<file path="src/rtl/core/pir_matvec_mod_q_macros.svh">
// Assertion macros used by the PIR matrix-vector product top level.
`ifndef PIR_MATVEC_MOD_Q_MACROS_SVH
`define PIR_MATVEC_MOD_Q_MACROS_SVH

// Same-cycle implication, clocked on i_clk, off during reset.
`define PMVQ_ASSERT_IMP(lbl, ante, cons, msg) \
    lbl: assert property (@(posedge i_clk) disable iff (!i_rst_n) (ante) |-> (cons)) \
        else $error(msg);

// Next-cycle implication, clocked on i_clk, off during reset.
`define PMVQ_ASSERT_NXT(lbl, ante, cons, msg) \
    lbl: assert property (@(posedge i_clk) disable iff (!i_rst_n) (ante) |=> (cons)) \
        else $error(msg);

`endif

</file>
<file path="src/rtl/core/pmvq_pkg.sv">
// Package: constants, types and modular helpers of the PIR matrix-vector block.
`default_nettype none

package pmvq_pkg;

    localparam int MAX_SIDE  = 64;
    localparam int WORD_W    = 64;
    localparam int SIDE_W    = $clog2(MAX_SIDE + 1);
    localparam int ROW_W     = $clog2(MAX_SIDE);
    localparam int DEPTH     = MAX_SIDE * MAX_SIDE;
    localparam int ADDR_W    = $clog2(DEPTH);
    localparam int AREA_W    = $clog2(DEPTH + 1);
    localparam int BIT_W     = $clog2(WORD_W);
    localparam int CFG_IDX_W = 1;

    localparam logic [BIT_W-1:0] BIT_LAST = BIT_W'(WORD_W - 1);

    // Request types
    localparam logic [1:0] REQ_LOAD  = 2'd0;
    localparam logic [1:0] REQ_QUERY = 2'd1;
    localparam logic [1:0] REQ_READ  = 2'd2;

    // Result kinds
    localparam logic [1:0] KIND_ANSWER = 2'd0;
    localparam logic [1:0] KIND_READ   = 2'd1;
    localparam logic [1:0] KIND_OOB    = 2'd2;

    // Register indexes
    localparam logic [CFG_IDX_W-1:0] CFG_MODULUS = 1'b0;
    localparam logic [CFG_IDX_W-1:0] CFG_SIDE    = 1'b1;

    // Commands broadcast to the accumulator cells
    typedef struct packed {
        logic shift_op;
        logic start;
        logic dbl;
        logic add;
        logic commit;
        logic rot;
    } t_cell_ctl;

    // (a + b) mod m for a, b below m; m of zero wraps at 2^64
    function automatic logic [WORD_W-1:0] addmod(input logic [WORD_W-1:0] a,
                                                 input logic [WORD_W-1:0] b,
                                                 input logic [WORD_W-1:0] m);
        logic [WORD_W-1:0] gap;
        gap = m - b;
        if (m == '0)
            return a + b;
        else if (a >= gap)
            return a - gap;
        else
            return a + b;
    endfunction

endpackage

`default_nettype wire

</file>
<file path="src/rtl/core/pmvq_cell.sv">
// One row cell: holds a row accumulator and runs a bit-serial modular MAC.
`default_nettype none

module pmvq_cell import pmvq_pkg::*; (
    input  logic              i_clk,
    input  logic              i_rst_n,
    input  t_cell_ctl         i_ctl,
    input  logic              i_en,
    input  logic [WORD_W-1:0] i_op_nb,
    input  logic [WORD_W-1:0] i_acc_nb,
    input  logic [WORD_W-1:0] i_q,
    input  logic [WORD_W-1:0] i_v,
    input  logic [WORD_W-1:0] i_one,
    input  logic [WORD_W-1:0] i_w,
    output logic [WORD_W-1:0] o_op,
    output logic [WORD_W-1:0] o_acc
);

    logic [WORD_W-1:0] r_acc;
    logic [WORD_W-1:0] r_op;
    logic [WORD_W-1:0] r_res;
    logic [WORD_W-1:0] r_ash;
    logic [WORD_W-1:0] addend;

    // Pick the addend from the entry bit and the accumulator bit
    always_comb begin
        case ({r_op[WORD_W-1], r_ash[WORD_W-1]})
            2'b11:   addend = i_w;
            2'b10:   addend = i_v;
            2'b01:   addend = i_one;
            default: addend = '0;
        endcase
    end

    // Operand shift line and serial work registers
    always_ff @(posedge i_clk) begin
        if (i_ctl.shift_op) begin
            r_op <= i_op_nb;
        end else if (i_ctl.add) begin
            r_op <= r_op << 1;
        end
        if (i_ctl.start) begin
            r_res <= '0;
            r_ash <= r_acc;
        end else if (i_ctl.dbl) begin
            r_res <= addmod(r_res, r_res, i_q);
        end else if (i_ctl.add) begin
            r_res <= addmod(r_res, addend, i_q);
            r_ash <= r_ash << 1;
        end
    end

    // Accumulator: rotate for emission, commit the new sum
    always_ff @(posedge i_clk) begin
        if (!i_rst_n) begin
            r_acc <= '0;
        end else if (i_ctl.rot) begin
            r_acc <= i_acc_nb;
        end else if (i_ctl.commit && i_en) begin
            r_acc <= r_res;
        end
    end

    assign o_op  = r_op;
    assign o_acc = r_acc;

endmodule

`default_nettype wire

</file>
<file path="config.mk">
export PLATFORM = sky130hd
export DESIGN_NAME = pmvq_cell
export DESIGN_NICKNAME = d
export VERILOG_FILES = /design/src/rtl/core/pir_matvec_mod_q_macros.svh /design/src/rtl/core/pmvq_pkg.sv /design/src/rtl/core/pmvq_cell.sv
export SDC_FILE = /design/constraint.sdc
export NUM_CORES = 1
export LEC_CHECK = 0
export CAP_MARGIN = 20
export CELL_PAD_IN_SITES_DETAIL_PLACEMENT = 1
export CELL_PAD_IN_SITES_GLOBAL_PLACEMENT = 1
export CORE_MARGIN = 8
export CORE_UTILIZATION = 30
export CTS_CLUSTER_DIAMETER = 150
export DETAILED_ROUTE_END_ITERATION = 8
export DONT_BUFFER_PORTS = 1
export GPL_TIMING_DRIVEN = 0
export PLACE_DENSITY_LB_ADDON = 0.1
export SETUP_SLACK_MARGIN = 0.05
export SYNTH_ARGS = -nofsm -noshare
export SYNTH_HDL_FRONTEND = slang
export SYNTH_SLANG_ARGS = --single-unit
export TNS_END_PERCENT = 5
</file>
<file path="constraint.sdc">
create_clock -name i_clk -period 20.8 [get_ports i_clk]
set_input_delay 2.08 -clock i_clk [delete_from_list [all_inputs] [get_ports i_clk]]
set_output_delay 2.08 -clock i_clk [all_outputs]
set_load 0.05 [all_outputs]
</file>
==> flow_metrics.env, run 1 <==
export IMPL_status="complete, no violations"
export IMPL_cp_common_cell="clkbuf_1"
export IMPL_cts_repair_resized=0
export IMPL_hold_viol_final=0
export IMPL_wl_per_cell_um=27.9
export IMPL_cp_slowest_cell="edfxtp_1"
export IMPL_grtUsageTotal=0.250
export IMPL_grt_most_used_layer="met2"
export IMPL_cp_end_kind="flop"
export IMPL_drt_iter0_drc=2021
export IMPL_synth_warnings=0
export IMPL_synthCells=4154
export IMPL_max_freq_ghz=0.0965
export IMPL_core_area_mm2=0.107
export IMPL_intPower_mw=1.70
export IMPL_p_total_mw=3.71
export IMPL_fp_dieArea_mm2=0.119
export IMPL_grt_pass1_wl_mm=223
export IMPL_num_nets_final=4907
export IMPL_finalWeightedCongestion=0.903
export IMPL_syn_to_final_growth_pct=8.43
export IMPL_fill_cells=13100
export IMPL_utilization=0.328
export IMPL_slew_headroom=0.292
export IMPL_fp_dieW_um=345
export IMPL_setup_worst_path_class="flop to flop"
export IMPL_antenna_found_initial=13
export IMPL_grt_util_met1=0.362
export IMPL_placed_cells=5565
export IMPL_synth_edff_count=128
export IMPL_worstPathRequired_ns=21.29
export IMPL_switching_power_mw=2.01
export IMPL_post_dp_cell_area_mm2=0.0343
export IMPL_syn_nets=4869
export IMPL_ys_top_cells_by_count="a21oi_1, nand2_1, ha_1, nor2_1, o21ai_0"
export IMPL_dp_hpwl_mm=135
export IMPL_synth_top_area_frac=0.122
export IMPL_postCtsSetupRepairBufs=0
export IMPL_synth_most_common_cell="a21oi_1"
export IMPL_whs_ns=0.540
export IMPL_fp_dieH_um=345
export IMPL_fin_tns_setup_ns=0
export IMPL_drtAntennaViolNets=0
export IMPL_synth_area_mm2=0.0324
export IMPL_cp_arrival_ns=10.85
export IMPL_p_leak_nw=15.1
export IMPL_crit_path_start_kind="flop"
export IMPL_power_frac_comb=0.659
export IMPL_stdcell_area_mm2=0.0351
export IMPL_cts_sinks=256
export IMPL_fin_ws_ns=10.44
export IMPL_hold_path_class="flop to flop"
export IMPL_htreeDepth=1
export IMPL_met3_usage=0.0298
export IMPL_synth_avg_cell_area_um2=7.80
export IMPL_clock_skew_ns=0.00923
export IMPL_slew_violations=0
export IMPL_synth_main_ff_cell="edfxtp_1"
export IMPL_yosys_area_top_type="ha_1"
export IMPL_pwr_share_seq=0.214
export IMPL_synth_seq_cells=256
export IMPL_numPortBuffers=0
export IMPL_clock_latency_ns=0.59
export IMPL_cts_reportedPaths_clkPinSlew_ns=0.07
export IMPL_cts_tree="yes"
export IMPL_p_clk_frac=0.126
export IMPL_ir_drop_mv=0.0603
export IMPL_fin_crit_sh=0.498
export IMPL_synth_cell_types=89
export IMPL_start_util=0.302
export IMPL_firstDrtPassIters=5
export IMPL_rows=120
export IMPL_rsz0062_at_grt="no"
export IMPL_cp_max_fo=10
export IMPL_overflow=0
export IMPL_clock_tree_buffer_depth=3
export IMPL_ios=521
export IMPL_fin_cells=5627
export IMPL_hold_buffers=0
export IMPL_yosysSeqAreaShare=0.198
export IMPL_async_flop_share=0
export IMPL_cpPeakStageDelay_ns=0.95
export IMPL_place_ws_ns=10.42
export IMPL_maxCapViolations=0
export IMPL_synthTopCellsByArea="ha_1, edfxtp_1, dfxtp_1"
export IMPL_min_period_ns=10.36
export IMPL_vias=32300
export IMPL_via_per_inst=5.74
export IMPL_grt_pass1_vias=32800
export IMPL_drc_errors=0
export IMPL_clockRootBuffer="clkbuf_16"
export IMPL_worst_pin_slew_ns=1.06
export IMPL_switching_share=0.542
export IMPL_setup_viol=0
export IMPL_wirelength_mm=157
export IMPL_powerDensity_mw_per_mm2=106
export IMPL_cts_buffers=27
export IMPL_grt_max_degree=65
export IMPL_grt_use_met2=0.390
export IMPL_drive_above_1_share=0.0752
==> placed cells by master (no fill, tap or decap), types with 81 or more instances in the layout <==
master	n
a21o_1	186
a21oi_1	407
and2_1	89
clkbuf_1	187
dfxtp_1	128
edfxtp_1	128
ha_1	317
inv_1	221
mux2_2	194
mux2i_1	94
nand2_1	358
nand3_1	85
nand4_1	81
nor2_1	280
o21ai_0	273
xnor2_1	156
xor2_1	122
==> area by class of cell <==
cell class	instances	area, um^2	share of cell area
multi-input cells	3458	24300	0.692
flip-flops and latches	256	6410	0.182
well taps	1403	1760	0.0500
plain buffers	219	860	0.0245
inverters	221	830	0.0236
clock buffers	35	716	0.0204
repair buffers	9	113	0.00321
clock inverters	15	98.8	0.00282
diodes	11	27.5	0.000784
==> logic make-up after synthesis <==
kind of cell / share of synthesized area
AOI/OAI and AO/OA: 0.282
and+or+nand+nor: 0.171
buffers and inverters: 0.0521
adders and majority gates: 0.126
muxes: 0.0965
xor gates and xnor gates: 0.0752
DFF: 0.198
==> power by group through the flow <==
stage | Sequential, mW | Combinational, mW | Clock, mW
after floorplan | 0.721 | 1.70 | 0
after global placement | 0.803 | 2.39 | 0
after detailed placement | 0.803 | 2.40 | 0
after CTS | 0.792 | 2.41 | 0.482
after global routing | 0.800 | 2.67 | 0.497
final | 0.795 | 2.45 | 0.469
==> final timing paths <==
path,slack [ns],to,cells after the start,from
setup / recovery,10.44,r_res[36]$_SDFFE_PP0P_,34,o_op[63]$_DFFE_PP_
hold / removal,0.54,r_ash[37]$_DFFE_PP_,1,r_ash[36]$_DFFE_PP_
setup reg to reg,10.44,r_res[36]$_SDFFE_PP0P_,34,o_op[63]$_DFFE_PP_
hold reg to reg,0.54,r_ash[37]$_DFFE_PP_,1,r_ash[36]$_DFFE_PP_
==> routing by layer <==
| metal | share of wire | vias up |
|---|---|---|
| met3 | 0.058 | 132 |
| li1 | - | 15500 |
| met1 | 0.49 | 15800 |
| met4 | 0.028 | 0 |
| met2 | 0.43 | 897 |
| met5 | 0 | - |
==> worst max-delay path: cells and delay by family (launching register included) <==
family / cells / cell delay [ns]
compound gates: 13 / 2.95
simple gates: 9 / 2.67
buf+inv: 7 / 2.27
flops: 1 / 0.95
fa+ha+maj: 3 / 0.79
mux: 1 / 0.39
xor+xnor: 1 / 0.17
==> registers in the layout, indices dropped and copies added, names as in the netlist <==
register and count:
o_op 64, o_acc 64, r_ash 64, r_res 64
No activity file was read; power rests on OpenSTA's default activity.
==> run 2: changes to the inputs <==
==> constraint.sdc (replaced) <==
create_clock -name i_clk -period 10.15 [get_ports i_clk]
set_input_delay 1.015 -clock i_clk [delete_from_list [all_inputs] [get_ports i_clk]]
set_output_delay 1.015 -clock i_clk [all_outputs]
set_load 0.05 [all_outputs]
==> flow_metrics.env, run 2 (synthesis gave the netlist of run 1 again) <==
export IMPL_placed_cells=5565
export IMPL_endpoint="r_res[26]$_SDFFE_PP0P_"
export IMPL_crit_start="o_op[63]$_DFFE_PP_"
export IMPL_grt_max_degree=65
export IMPL_htreeDepth=1
export IMPL_r2r_end="r_res[26]$_SDFFE_PP0P_"
export IMPL_dp_hpwl_mm=135
export IMPL_rr_startpoint="o_op[63]$_DFFE_PP_"
export IMPL_grt_pass1_wl_mm=223
export IMPL_grtUsageTotal=0.250
export IMPL_maxCapViolations=0
export IMPL_cts_tree="yes"
export IMPL_status="complete, no violations"
export IMPL_drt_iter0_drc=1945
export IMPL_min_period_ns=9.81
export IMPL_final_cell_mix="a21oi_1, nand2_1, ha_1, nor2_1, o21ai_0"
export IMPL_via_per_inst=5.73
export IMPL_fp_dieH_um=345
export IMPL_fin_tns_setup_ns=0
export IMPL_clock_latency_ns=0.59
export IMPL_rsz0062_at_grt="yes"
export IMPL_setup_viol=0
export IMPL_overflow=0
export IMPL_layout_commonest_cell="a21oi_1"
export IMPL_crit_path_start_kind="flop"
export IMPL_cp_max_fo=10
export IMPL_ios=521
export IMPL_wirelength_mm=157
export IMPL_fill_cells=13100
export IMPL_stdcell_area_mm2=0.0351
export IMPL_cp_slowest_cell="edfxtp_1"
export IMPL_firstDrtPassIters=5
export IMPL_slew_violations=0
export IMPL_start_util=0.302
export IMPL_setup_worst_path_class="flop to flop"
export IMPL_fin_crit_sh=0.966
export IMPL_drtAntennaViolNets=0
export IMPL_drive_above_1_share=0.0762
export IMPL_syn_to_final_growth_pct=8.48
export IMPL_fp_dieW_um=345
export IMPL_finalWeightedCongestion=0.903
export IMPL_antenna_found_initial=13
export IMPL_cts_reportedPaths_clkPinSlew_ns=0.06
export IMPL_wl_per_cell_um=27.9
export IMPL_cp_common_cell="buf_2"
export IMPL_worst_pin_slew_ns=1.04
export IMPL_slew_headroom=0.309
export IMPL_hold_viol_final=0
export IMPL_hold_buffers=0
export IMPL_cts_buffers=27
export IMPL_post_dp_cell_area_mm2=0.0343
export IMPL_hold_path_class="flop to flop"
export IMPL_clockRootBuffer="clkbuf_16"
export IMPL_drc_errors=0
export IMPL_fp_dieArea_mm2=0.119
export IMPL_max_freq_ghz=0.102
export IMPL_core_area_mm2=0.107
export IMPL_p_leak_nw=15.1
export IMPL_cp_arrival_ns=10.27
export IMPL_powerDensity_mw_per_mm2=216
export IMPL_cpPeakStageDelay_ns=0.93
export IMPL_worstPathRequired_ns=10.61
export IMPL_numPortBuffers=0
export IMPL_rows=120
export IMPL_num_nets_final=4907
export IMPL_ir_drop_mv=0.123
export IMPL_clock_skew_ns=0.0106
export IMPL_vias=32300
export IMPL_grt_pass1_vias=32800
export IMPL_fin_cells=5628
export IMPL_rrSetupSlack_ns=0.34
export IMPL_cp_end_kind="flop"
export IMPL_clock_tree_buffer_depth=3
export IMPL_rr_worst_depth=34
export IMPL_cts_sinks=256
## run 2: final cells by class
class,instances,area [um^2],share of cell area
diodes,12,30.0,0.000855
plain buffers,219,868,0.0247
clock buffers,35,716,0.0204
clock inverters,15,98.8,0.00281
inverters,221,830,0.0236
multi-input cells,3458,24300,0.692
flip-flops and latches,256,6410,0.182
well taps,1403,1760,0.0500
repair buffers,9,113,0.00321
## run 2: repair_timing
action,4_1_cts,5_1_grt
hold endpoints to repair,0,0
buffers inserted,0,0
resized for setup,2,7
endpoints found under the setup margin,39,46
## run 2: routing by layer
layer	share of wire	up-vias	global-route usage	wire length (um)
met4	0.027	0	0.0667	4200
met2	0.43	914	0.390	67200
li1	-	15500	-	-
met1	0.49	15800	0.362	76500
met3	0.058	125	0.0298	9040
met5	0	-	0	0
## run 2: where the power goes
| group | internal [mW] | total (mW) | switching, mW | leakage [nW] |
|---|---|---|---|---|
| clock network | 0.503 | 0.959 | 0.457 | 0.404 |
| logic | 1.76 | 5.01 | 3.25 | 12.3 |
| registers | 1.22 | 1.63 | 0.410 | 2.38 |
| total | 3.48 | 7.60 | 4.12 | 15.1 |
## run 2: through the flow
stage                     power, mW  hold WS [ns]  setup slack (ns)  utilization
final                          7.60         0.540             0.343        0.328
after global routing           8.14         0.565            0.0215        0.328
after floorplan                4.96         0.523              2.98            -
after CTS                      7.55         0.547            0.0524        0.328
after global placement         6.54         0.526            -0.738        0.319
after detailed placement       6.56         0.535            -0.225        0.320
## run 2: how the worst min path moves through the flow
stage / start / slack, ns / cells past startpoint / to
2_1_floorplan: r_res[55]$_SDFFE_PP0P_ / 0.52 / 2 / r_res[55]$_SDFFE_PP0P_
3_3_place_gp: r_ash[0]$_SDFFCE_PN0P_ / 0.53 / 1 / r_ash[1]$_DFFE_PP_
3_5_place_dp: r_ash[15]$_DFFE_PP_ / 0.53 / 1 / r_ash[16]$_DFFE_PP_
4_1_cts: r_ash[36]$_DFFE_PP_ / 0.55 / 1 / r_ash[37]$_DFFE_PP_
5_1_grt: r_ash[36]$_DFFE_PP_ / 0.56 / 1 / r_ash[37]$_DFFE_PP_
6_report: r_ash[36]$_DFFE_PP_ / 0.54 / 1 / r_ash[37]$_DFFE_PP_
## run 2: worst max-delay path, delay by kind of cell, from the launching register on
family | cells | cell delay, ns
AO/OA/AOI/OAI | 13 | 3.07
AND/OR/NAND/NOR | 8 | 1.99
multiplexers | 1 | 0.36
XOR/XNOR | 1 | 0.17
buffers and inverters | 8 | 2.30
adder cells (fa/ha/maj) | 3 | 0.79
flip-flops | 1 | 0.93
